--- src/hdl/dfr_pkg.sv ---
// ----------------------------------------------------------------------------
// dfr_pkg: shared constants and types of the delayed feedback reservoir
// Widths, fixed-point constants and the divider control/status structs.
// ----------------------------------------------------------------------------
`timescale 1ns / 1ps

package dfr_pkg;

  localparam int NODE_COUNT = 50;
  localparam int IDX_W      = $clog2(NODE_COUNT);

  localparam int SAMPLE_W = 12;
  localparam int GAIN_W   = 16;
  localparam int NODE_W   = 16;
  localparam int SUM_W    = 22;
  localparam int CFG_W    = 1;

  localparam logic [CFG_W-1:0] CFG_INPUT_GAIN    = 1'b0;
  localparam logic [CFG_W-1:0] CFG_FEEDBACK_GAIN = 1'b1;

  localparam logic [GAIN_W-1:0] INPUT_GAIN_RST    = 16'd32768;
  localparam logic [GAIN_W-1:0] FEEDBACK_GAIN_RST = 16'd26214;

  // Shared multiplier operand and product widths.
  localparam int MUL_W  = 25;
  localparam int PROD_W = 2 * MUL_W;
  localparam int ACC_W  = 54;

  // Shared divider widths: dividend, divisor and quotient, and the bit counter.
  localparam int DIVD_W = 37;
  localparam int DIVS_W = 35;
  localparam int CNT_W  = 6;

  localparam int U_DIV_SHIFT   = 12;        // 4095 = 2^12 - 1
  localparam int U_BIAS        = 2047;
  localparam int RECIP10       = 838861;    // ceil(2^23 / 10)
  localparam int RECIP10_SHIFT = 23;
  localparam int RECIP5        = 13421773;  // ceil(2^26 / 5), exact below 2^26
  localparam int RECIP5_SHIFT  = 26;
  localparam int DEN_LO_W      = 19;        // low part of the split /5
  localparam int MG_OFFSET     = 52429;
  localparam int ROUND_HALF    = 32768;

  typedef struct packed {
    logic start;
    logic wide;   // 35 quotient bits when set, 17 otherwise
  } dfr_div_ctl_t;

  typedef struct packed {
    logic done;
    logic ovf;    // quotient does not fit the selected width
  } dfr_div_sts_t;

endpackage

--- src/hdl/dfr_mul.sv ---
// ----------------------------------------------------------------------------
// dfr_mul: shared unsigned multiplier
// One 25 x 25 bit product per cycle, registered at the output.
// ----------------------------------------------------------------------------
`timescale 1ns / 1ps

module dfr_mul
  import dfr_pkg::*;
(
  input  logic              clk,
  input  logic [MUL_W-1:0]  op_a,
  input  logic [MUL_W-1:0]  op_b,
  output logic [PROD_W-1:0] prod
);

  logic [PROD_W-1:0] prod_r;

  always_ff @(posedge clk) begin
    prod_r <= PROD_W'(op_a) * PROD_W'(op_b);
  end

  assign prod = prod_r;

endmodule

--- src/hdl/dfr_div.sv ---
// ----------------------------------------------------------------------------
// dfr_div: shared restoring divider
// One quotient bit per cycle, 35 or 17 bits per division.
// ----------------------------------------------------------------------------
`timescale 1ns / 1ps

module dfr_div
  import dfr_pkg::*;
(
  input  logic              clk,
  input  logic              rst_n,
  input  dfr_div_ctl_t      ctl,
  input  logic [DIVD_W-1:0] dividend,
  input  logic [DIVS_W-1:0] divisor,
  output dfr_div_sts_t      sts,
  output logic [DIVS_W-1:0] quotient
);

  logic [DIVS_W-1:0] rem_r, rem_nxt;
  logic [DIVD_W-1:0] sh_r, sh_nxt;
  logic [DIVS_W-1:0] quo_r, quo_nxt;
  logic [DIVS_W-1:0] dsr_r, dsr_nxt;
  logic [CNT_W-1:0]  cnt_r, cnt_nxt;
  logic              busy_r, busy_nxt;
  logic              done_r, done_nxt;
  logic              ovf_r, ovf_nxt;
  logic [DIVS_W:0]   trial;
  logic [DIVS_W:0]   rem0;

  assign trial = {rem_r, sh_r[DIVD_W-1]};

  always_comb begin
    rem_nxt  = rem_r;
    sh_nxt   = sh_r;
    quo_nxt  = quo_r;
    dsr_nxt  = dsr_r;
    cnt_nxt  = cnt_r;
    busy_nxt = busy_r;
    done_nxt = 1'b0;
    ovf_nxt  = ovf_r;
    rem0     = '0;
    if (ctl.start) begin
      if (ctl.wide) begin
        rem0    = (DIVS_W+1)'(dividend >> DIVS_W);
        sh_nxt  = dividend << (DIVD_W - DIVS_W);
        cnt_nxt = CNT_W'(DIVS_W);
      end else begin
        rem0    = (DIVS_W+1)'(dividend >> 17);
        sh_nxt  = dividend << (DIVD_W - 17);
        cnt_nxt = CNT_W'(17);
      end
      ovf_nxt  = rem0 >= (DIVS_W+1)'(divisor);
      rem_nxt  = rem0[DIVS_W-1:0];
      dsr_nxt  = divisor;
      quo_nxt  = '0;
      busy_nxt = 1'b1;
    end else if (busy_r) begin
      if (trial >= (DIVS_W+1)'(dsr_r)) begin
        rem_nxt = DIVS_W'(trial - (DIVS_W+1)'(dsr_r));
        quo_nxt = {quo_r[DIVS_W-2:0], 1'b1};
      end else begin
        rem_nxt = trial[DIVS_W-1:0];
        quo_nxt = {quo_r[DIVS_W-2:0], 1'b0};
      end
      sh_nxt  = sh_r << 1;
      cnt_nxt = cnt_r - CNT_W'(1);
      if (cnt_r == CNT_W'(1)) begin
        busy_nxt = 1'b0;
        done_nxt = 1'b1;
      end
    end
  end

  always_ff @(posedge clk) begin
    if (!rst_n) begin
      busy_r <= 1'b0;
      done_r <= 1'b0;
    end else begin
      busy_r <= busy_nxt;
      done_r <= done_nxt;
    end
    rem_r <= rem_nxt;
    sh_r  <= sh_nxt;
    quo_r <= quo_nxt;
    dsr_r <= dsr_nxt;
    cnt_r <= cnt_nxt;
    ovf_r <= ovf_nxt;
  end

  assign sts.done = done_r;
  assign sts.ovf  = ovf_r;
  assign quotient = quo_r;

endmodule

--- src/hdl/delayed_feedback_reservoir.sv ---
// ----------------------------------------------------------------------------
// delayed_feedback_reservoir: Mackey-Glass delayed feedback reservoir
// Sequencer, node memory and sum around a shared multiplier and divider.
// ----------------------------------------------------------------------------
// Usage: a 12-bit converter word enters on the in_ channel (valid/ready).
// The block scales it to the unit range, then visits every node in turn,
// mixing the scaled input with the node's value from the previous word and
// passing it through the Mackey-Glass map. The new node values are stored,
// and their saturated sum leaves as one word on the out_ channel.
// The input is scaled as it is taken and then multiplied by its gain; each
// node then needs a fetch, nine multiplier passes and the 17-step output
// division, and that division takes most of the time spent on a word.
// The block takes one word at a time; in_ready is high only between words.
// The finished sum sits in an output register, so a new word is taken while
// the receiver stalls; the next sum then waits until that register is free.
// Reset clears the node values (through per-node valid bits), restores the
// gain registers to 0.5 and 0.4 and empties the output register.
// Gains are to be written through cfg_ only while the block is idle; unchecked.
// ----------------------------------------------------------------------------
`timescale 1ns / 1ps

module delayed_feedback_reservoir
  import dfr_pkg::*;
(
  input  logic                clk,
  input  logic                rst_n,
  input  logic                in_valid,
  output logic                in_ready,
  input  logic [SAMPLE_W-1:0] in_sample,
  output logic                out_valid,
  input  logic                out_ready,
  output logic [SUM_W-1:0]    out_reservoir_sum,
  input  logic                cfg_we,
  input  logic [CFG_W-1:0]    cfg_addr,
  input  logic [GAIN_W-1:0]   cfg_wdata
);

  typedef enum logic [3:0] {
    ST_IDLE, ST_AMUL, ST_ARES, ST_RD, ST_BMUL, ST_TMUL, ST_T2, ST_T4,
    ST_T8, ST_T10L, ST_T10H, ST_DEN, ST_DQH, ST_DQL, ST_YDIV, ST_OUT
  } state_t;

  state_t state_r;

  logic [GAIN_W-1:0] gamma_r;
  logic [GAIN_W-1:0] eta_r;
  logic [16:0]       u_r;
  logic [NODE_W-1:0] a_r;
  logic [16:0]       m_r;
  logic [20:0]       t2_r;
  logic [32:0]       t8_r;
  logic [45:0]       acc_r;
  logic [DIVD_W-DEN_LO_W-1:0] dxh_r;
  logic [DEN_LO_W-1:0]        dxl_r;
  logic [15:0]       qh_r;
  logic [IDX_W-1:0]  idx_r;
  logic [SUM_W-1:0]  sum_r;
  logic              out_valid_r;
  logic [SUM_W-1:0]  out_sum_r;

  // Node memory; an entry not written since reset reads as zero.
  logic [NODE_W-1:0]     node_mem [NODE_COUNT];
  logic [NODE_COUNT-1:0] node_vld_r;
  logic [NODE_W-1:0]     rd_data_r;
  logic                  rd_vld_r;
  logic [NODE_W-1:0]     prev;

  logic [MUL_W-1:0]  mul_a, mul_b;
  logic [PROD_W-1:0] mul_p;
  logic [PROD_W-1:0] mul_rnd;

  dfr_div_ctl_t      div_ctl;
  dfr_div_sts_t      div_sts;
  logic [DIVD_W-1:0] div_dividend;
  logic [DIVS_W-1:0] div_divisor;
  logic [DIVS_W-1:0] div_q;

  logic [16:0]       ux_c;
  logic [4:0]        uq_c;
  logic [16:0]       u_c;
  logic [NODE_W-1:0] b_c;
  logic [16:0]       m_c;
  logic [21:0]       v_c;
  logic [ACC_W-1:0]  t10_prod;
  logic [ACC_W-1:0]  t10_rnd;
  logic [DIVD_W-1:0] dx_c;
  logic [15:0]       qh_c;
  logic [2:0]        rh_c;
  logic [DEN_LO_W-1:0] ql_c;
  logic [DIVS_W-1:0] den_c;
  logic [NODE_W-1:0] y_c;
  logic [SUM_W:0]    sum_add;

  // Scaling by 65536/4095: sample*65536 = 4095*16*sample + 16*sample, so the
  // quotient is 16*sample plus (16*sample + 2047) / 4095, which is at most 16.
  // That small quotient uses the 2^12 - 1 identity instead of a divider.
  assign ux_c    = {1'b0, in_sample, 4'b0} + 17'(U_BIAS);
  assign uq_c    = 5'((ux_c + (ux_c >> U_DIV_SHIFT) + 17'd1) >> U_DIV_SHIFT);
  assign u_c     = {1'b0, in_sample, 4'b0} + 17'(uq_c);

  assign prev    = rd_vld_r ? rd_data_r : '0;
  assign mul_rnd = mul_p + PROD_W'(ROUND_HALF);
  assign b_c     = mul_rnd[16 +: NODE_W];
  assign m_c     = 17'(a_r) + 17'(b_c);
  // m * 21 + 5, the numerator of the scaling by 2.1 with rounding.
  assign v_c     = (22'(m_c) << 4) + (22'(m_c) << 2) + 22'(m_c) + 22'd5;
  assign t10_prod = ACC_W'(acc_r) + (ACC_W'(mul_p) << MUL_W);
  assign t10_rnd  = t10_prod + ACC_W'(ROUND_HALF);
  // (t10 + 2) / 5 is split in a high and a low part, each divided by a
  // reciprocal multiplication; the high remainder carries into the low part.
  assign dx_c     = t10_rnd[16 +: DIVD_W] + DIVD_W'(2);
  assign qh_c     = mul_p[RECIP5_SHIFT +: 16];
  assign rh_c     = 3'(dxh_r - ((DIVD_W-DEN_LO_W)'(qh_c) << 2)
                    - (DIVD_W-DEN_LO_W)'(qh_c));
  assign ql_c     = mul_p[RECIP5_SHIFT +: DEN_LO_W];
  assign den_c    = DIVS_W'(MG_OFFSET) + DIVS_W'({qh_r, ql_c});
  // A node output at or above one saturates.
  assign y_c      = (div_sts.ovf || (div_q > DIVS_W'(16'hFFFF))) ? '1 : div_q[NODE_W-1:0];
  assign sum_add  = (SUM_W+1)'(sum_r) + (SUM_W+1)'(y_c);

  dfr_mul u_mul (
    .clk  (clk),
    .op_a (mul_a),
    .op_b (mul_b),
    .prod (mul_p)
  );

  dfr_div u_div (
    .clk      (clk),
    .rst_n    (rst_n),
    .ctl      (div_ctl),
    .dividend (div_dividend),
    .divisor  (div_divisor),
    .sts      (div_sts),
    .quotient (div_q)
  );

  // Operand selection for the shared multiplier.
  always_comb begin
    mul_a = '0;
    mul_b = '0;
    unique case (state_r)
      ST_AMUL: begin
        mul_a = MUL_W'(gamma_r);
        mul_b = MUL_W'(u_r);
      end
      ST_BMUL: begin
        mul_a = MUL_W'(eta_r);
        mul_b = MUL_W'(prev);
      end
      ST_TMUL: begin
        mul_a = MUL_W'(v_c);
        mul_b = MUL_W'(RECIP10);
      end
      ST_T2: begin
        mul_a = MUL_W'(mul_p >> RECIP10_SHIFT);
        mul_b = MUL_W'(mul_p >> RECIP10_SHIFT);
      end
      ST_T4: begin
        mul_a = MUL_W'(mul_rnd[16 +: 21]);
        mul_b = MUL_W'(mul_rnd[16 +: 21]);
      end
      ST_T8: begin
        mul_a = mul_rnd[16 +: MUL_W];
        mul_b = mul_rnd[16 +: MUL_W];
      end
      ST_T10L: begin
        mul_a = mul_rnd[16 +: MUL_W];
        mul_b = MUL_W'(t2_r);
      end
      ST_T10H: begin
        mul_a = MUL_W'(t8_r[32:MUL_W]);
        mul_b = MUL_W'(t2_r);
      end
      ST_DEN: begin
        mul_a = MUL_W'(dx_c[DIVD_W-1:DEN_LO_W]);
        mul_b = MUL_W'(RECIP5);
      end
      ST_DQH: begin
        mul_a = MUL_W'({rh_c, dxl_r});
        mul_b = MUL_W'(RECIP5);
      end
      default: begin
        mul_a = '0;
        mul_b = '0;
      end
    endcase
  end

  // Divider request: the node output, once its denominator is known.
  always_comb begin
    div_ctl      = '0;
    div_dividend = '0;
    div_divisor  = '0;
    unique case (state_r)
      ST_DQL: begin
        div_ctl.start = 1'b1;
        div_dividend  = (DIVD_W'(m_r) << 17) + DIVD_W'(den_c >> 1);
        div_divisor   = den_c;
      end
      default: begin
        div_ctl      = '0;
        div_dividend = '0;
        div_divisor  = '0;
      end
    endcase
  end

  always_ff @(posedge clk) begin
    if (state_r == ST_RD) begin
      rd_data_r <= node_mem[idx_r];
    end
    if (state_r == ST_YDIV && div_sts.done) begin
      node_mem[idx_r] <= y_c;
    end
  end

  always_ff @(posedge clk) begin
    if (!rst_n) begin
      state_r     <= ST_IDLE;
      gamma_r     <= INPUT_GAIN_RST;
      eta_r       <= FEEDBACK_GAIN_RST;
      node_vld_r  <= '0;
      out_valid_r <= 1'b0;
      idx_r       <= '0;
    end else begin
      if (cfg_we) begin
        unique case (cfg_addr)
          CFG_INPUT_GAIN:    gamma_r <= cfg_wdata;
          CFG_FEEDBACK_GAIN: eta_r   <= cfg_wdata;
          default:           gamma_r <= gamma_r;
        endcase
      end
      // In ST_OUT the output register is refilled in the same cycle instead.
      if (out_valid_r && out_ready && (state_r != ST_OUT)) begin
        out_valid_r <= 1'b0;
      end
      unique case (state_r)
        ST_IDLE: begin
          if (in_valid) begin
            sum_r   <= '0;
            u_r     <= u_c;
            state_r <= ST_AMUL;
          end
        end
        ST_AMUL: state_r <= ST_ARES;
        ST_ARES: begin
          a_r     <= mul_rnd[16 +: NODE_W];
          idx_r   <= '0;
          state_r <= ST_RD;
        end
        ST_RD: begin
          rd_vld_r <= node_vld_r[idx_r];
          state_r  <= ST_BMUL;
        end
        ST_BMUL: state_r <= ST_TMUL;
        ST_TMUL: begin
          m_r     <= m_c;
          state_r <= ST_T2;
        end
        ST_T2: state_r <= ST_T4;
        ST_T4: begin
          t2_r    <= mul_rnd[16 +: 21];
          state_r <= ST_T8;
        end
        ST_T8: state_r <= ST_T10L;
        ST_T10L: begin
          t8_r    <= mul_rnd[16 +: 33];
          state_r <= ST_T10H;
        end
        ST_T10H: begin
          acc_r   <= mul_p[45:0];
          state_r <= ST_DEN;
        end
        ST_DEN: begin
          dxh_r   <= dx_c[DIVD_W-1:DEN_LO_W];
          dxl_r   <= dx_c[DEN_LO_W-1:0];
          state_r <= ST_DQH;
        end
        ST_DQH: begin
          qh_r    <= qh_c;
          state_r <= ST_DQL;
        end
        ST_DQL: state_r <= ST_YDIV;
        ST_YDIV: begin
          if (div_sts.done) begin
            node_vld_r[idx_r] <= 1'b1;
            sum_r <= sum_add[SUM_W] ? '1 : sum_add[SUM_W-1:0];
            if (idx_r == IDX_W'(NODE_COUNT - 1)) begin
              state_r <= ST_OUT;
            end else begin
              idx_r   <= idx_r + IDX_W'(1);
              state_r <= ST_RD;
            end
          end
        end
        ST_OUT: begin
          if (!out_valid_r || out_ready) begin
            out_valid_r <= 1'b1;
            out_sum_r   <= sum_r;
            state_r     <= ST_IDLE;
          end
        end
        default: state_r <= ST_IDLE;
      endcase
    end
  end

  assign in_ready          = (state_r == ST_IDLE);
  assign out_valid         = out_valid_r;
  assign out_reservoir_sum = out_sum_r;

endmodule

--- config.mk ---
export PLATFORM = sky130hd
export DESIGN_NAME = delayed_feedback_reservoir
export DESIGN_NICKNAME = d
export VERILOG_FILES = /design/src/hdl/dfr_pkg.sv /design/src/hdl/dfr_mul.sv /design/src/hdl/dfr_div.sv /design/src/hdl/delayed_feedback_reservoir.sv
export SDC_FILE = /design/constraint.sdc
export NUM_CORES = 2
export LEC_CHECK = 0
export BUFFER_PORTS_ARGS = -buffer_cell sky130_fd_sc_hd__buf_2
export CAP_MARGIN = 5
export CORE_UTILIZATION = 25
export CTS_CLUSTER_DIAMETER = 100
export CTS_CLUSTER_SIZE = 8
export DETAILED_ROUTE_END_ITERATION = 10
export HOLD_SLACK_MARGIN = 0.1
export RECOVER_POWER = 100
export SLEW_MARGIN = 20
export SYNTH_ARGS = -nofsm -noshare
export SYNTH_HDL_FRONTEND = slang
export SYNTH_SLANG_ARGS = --single-unit
--- constraint.sdc ---
create_clock -name clk -period 14.7 [get_ports clk]
set_input_delay 0.735 -clock clk [delete_from_list [all_inputs] [get_ports clk]]
set_output_delay 0.735 -clock clk [all_outputs]
set_load 0.005 [all_outputs]
==> run summary <==
Ys Warns - 0
routed vias - 55,914
number of synthesized flops with an enable pin - 1,097
clk sink count - 1,282
nets@finish - 7,864
initial DRC count - 5,729
RSZ-0062 raised after global routing - false
first-pass GRT wire length - 373,900 um
Row Count - 203
Max VDD drop - 136.6 uV
Synth Register Bits - 1,282
final setup TNS - 0 ns
Mapped Area - 77,290 um^2
wire length per cell - 22.68 um
Clk pin slew, worst setup/hold paths - 0.05 ns
Slew HR - -1.629
Yosys cell types - 98
max incr delay on CP - 1.04 ns
Post-DRT Antenna Nets - 0
clock share of power - 0.455
grt ovf - 0
Worst path slowest cell - clkbuf_1
Post-CTS Resized - 0
final WL - 254,000 um
Synth Instances - 6,861
Critical Path Source Type - register
fin. max-slew vios - 1,587
Starting Density - 0.2521
Crit path buffers/inverters - 8
Yosys top cell area share - 0.4262
hold slack - 0.1643 ns
Sequential Power Share - 0.466
GRT Overall Usage - 0.1610
Final Cycle Share - 0.9589
CTS tree - yes
Die W - 558.0 um
Power Total - 0.008489 W
Post CTS Setup Buffer Count - 0
worst-path maximum fanout - 15
Fin. Hold Viols - 0
PortBufs - 57
Arrival @ worst endpoint - 14.73 ns
DRT Pass-1 Iters - 7
# DRC - 0
Slew @ Worst Pin - 3.944 ns
P_sw - 0.002056 W
largest net degree at the start of global routing - 104
Vias per Instance - 4.993
Clock Path Buffers - 3
CTS root buf - clkbuf_16
final number of setup-violating endpoints - 0
die area - 311,400 um^2
CP delay by family, top - adder cells
cell mode on critical path - fa_1
min Tclk post-route - 14.10 ns
status - finished with violations
switch share - 0.2422
fraction of registers with async set/reset - 0
die height - 558.0 um
Num CTS Buffers - 178
Commonest cells post-synth - 1,097 x edfxtp_1, 777 x inv_1, 755 x nand2_1, 537 x fa_1, 453 x nor2_1
most common cell in the netlist - edfxtp_1
Core Region - 306,600 um^2
Main synth FF type - edfxtp_1
Max Fclk - 70.94 MHz
hpwl dp - 171,300 um
synth top area cells - edfxtp_1 43%, fa_1 14%, ha_1 5.6%, dfxtp_1 4.8%, inv_1 3.8%
# hold bufs at CTS - 0
critical path capture point type - register
worst setup path class - reg2reg
P_int - 0.006433 W
H-tree depth - 4
Leak Pwr - 32.04 nW
post-synthesis net count - 7,781
mean post-synth cell area - 11.27 um^2
pwr dens - 96.57 nW/um^2
number of global-route vias before repair - 56,759
initial antenna violation count - 40
worst path required time - 15.34 ns
largest area contributor in the netlist - edfxtp_1
Max Cap Viol - 39
latest clock arrival within the worst-skew pair - 0.81 ns
clk_skew - 0.06327 ns
layout cell share with drive strength beyond 1 - 0.05664
I/O pin cnt - 58
synthesis-to-layout area growth - 13.73%
failing checks - capacitance limit, slew limit
Min-Delay Path Class - in2reg
GPL Wtd Cong - 0.9395
combinational power share - 0.079
register area share after synthesis - 0.4741
==> logic make-up after synthesis <==
kind of cell / after synthesis / synth area share
AOI/OAI and AO/OA: 1390 / 0.1265
xor gates and xnor gates: 280 / 0.03183
adders and majority gates: 888 / 0.1958
buffers and inverters: 1126 / 0.05494
DFF: 1282 / 0.4741
muxes: 54 / 0.007009
and+or+nand+nor: 1841 / 0.1098
==> stage by stage <==
step | utilization | setup slack (ns) | std cells | instance area (um^2)
finish | 0.2867 | 0.6036 | 11198 | 87910
global route | 0.2867 | 0.06954 | 11188 | 87880
CTS | 0.2882 | 0.9350 | 11180 | 88350
detailed placement | 0.2711 | 1.092 | 10864 | 83110
global placement | 0.2710 | 0.9969 | 10863 | 83080
floorplan | - | 2.975 | 6861 | 77290
==> state kept, by name, summed over array words and instances (netlist names), 19 cells and up <==
| register | flops |
|---|---|
| u_div.dsr_r | 35 |
| u_mul.prod | 49 |
| t2_r | 21 |
| node_mem | 800 |
| out_reservoir_sum | 22 |
| u_div.rem_r | 35 |
| node_vld_r | 50 |
| acc_r | 31 |
| u_div.quotient | 35 |
| sum_r | 22 |
| dxl_r | 19 |
==> power by group through the flow <==
stage	clock, W	combinational (W)	sequential [W]
after CTS	0.00392	0.000662	0.00395
after detailed placement	0	0.000658	0.00402
after global routing	0.00408	0.000720	0.00395
after floorplan	0	0.000434	0.00401
after global placement	0	0.000654	0.00402
final	0.00386	0.000672	0.00395
==> worst register-to-register path, delay by kind of cell (launching register included) <==
kind / cells / cell delay (ns)
flops: 1 / 0.30
fa+ha+maj: 11 / 5.48
compound gates: 11 / 3.22
simple gates: 9 / 2.17
xor+xnor: 3 / 0.56
buf+inv: 8 / 2.21
==> worst paths after layout <==
path | from | to | slack (ns) | cells after the start
worst min register to register | node_vld_r[23] | node_vld_r[23] | 0.46 | 1
worst min-delay path | cfg_wdata[14] | eta_r[14] | 0.16 | 3
worst max register to register | u_mul.prod[26] | u_mul.prod[47] | 0.60 | 42
worst max-delay path | u_mul.prod[26] | u_mul.prod[47] | 0.60 | 42
==> layout make-up <==
| type | count | area (um^2) |
|---|---|---|
| fillers | 31532 | 218700 |
| flip-flops and latches | 1282 | 36650 |
| multi-input cells | 4453 | 36550 |
| well taps | 4100 | 5130 |
| clock buffers | 303 | 4945 |
| inverters | 778 | 2922 |
| repair buffers | 251 | 1366 |
| clock inverters | 13 | 302.8 |
| diodes | 18 | 45.04 |
==> placed cells by master, fill, tap and decap left out, types with 39 or more instances in the layout <==
cell and instances:
o21ai_0 141, xnor2_1 188, inv_1 776, a22oi_1 328, a211oi_1 44, nand4_1 118
buf_4 94, nor3_1 57, a31oi_1 43, mux2i_1 53, a22o_1 63, clkbuf_1 240
xor2_1 91, fa_1 537, a221oi_1 73, nor2b_1 39, a21o_1 103, a21oi_1 263
nand2_1 755, o21a_1 77, edfxtp_1 1097, nand3_1 103, and2_1 86, ha_1 349
nand2b_1 42, dfxtp_1 183, clkbuf_16 179, nor2_1 448
==> layer usage <==
metal | routed length (um) | track usage | share of wire
met5 | 28 | 0 | 0.00011
met4 | 12430 | 0.07270 | 0.049
met3 | 20940 | 0.02863 | 0.082
met2 | 119500 | 0.2667 | 0.47
met1 | 101100 | 0.2038 | 0.40
Power figures use the tool's default switching activity.
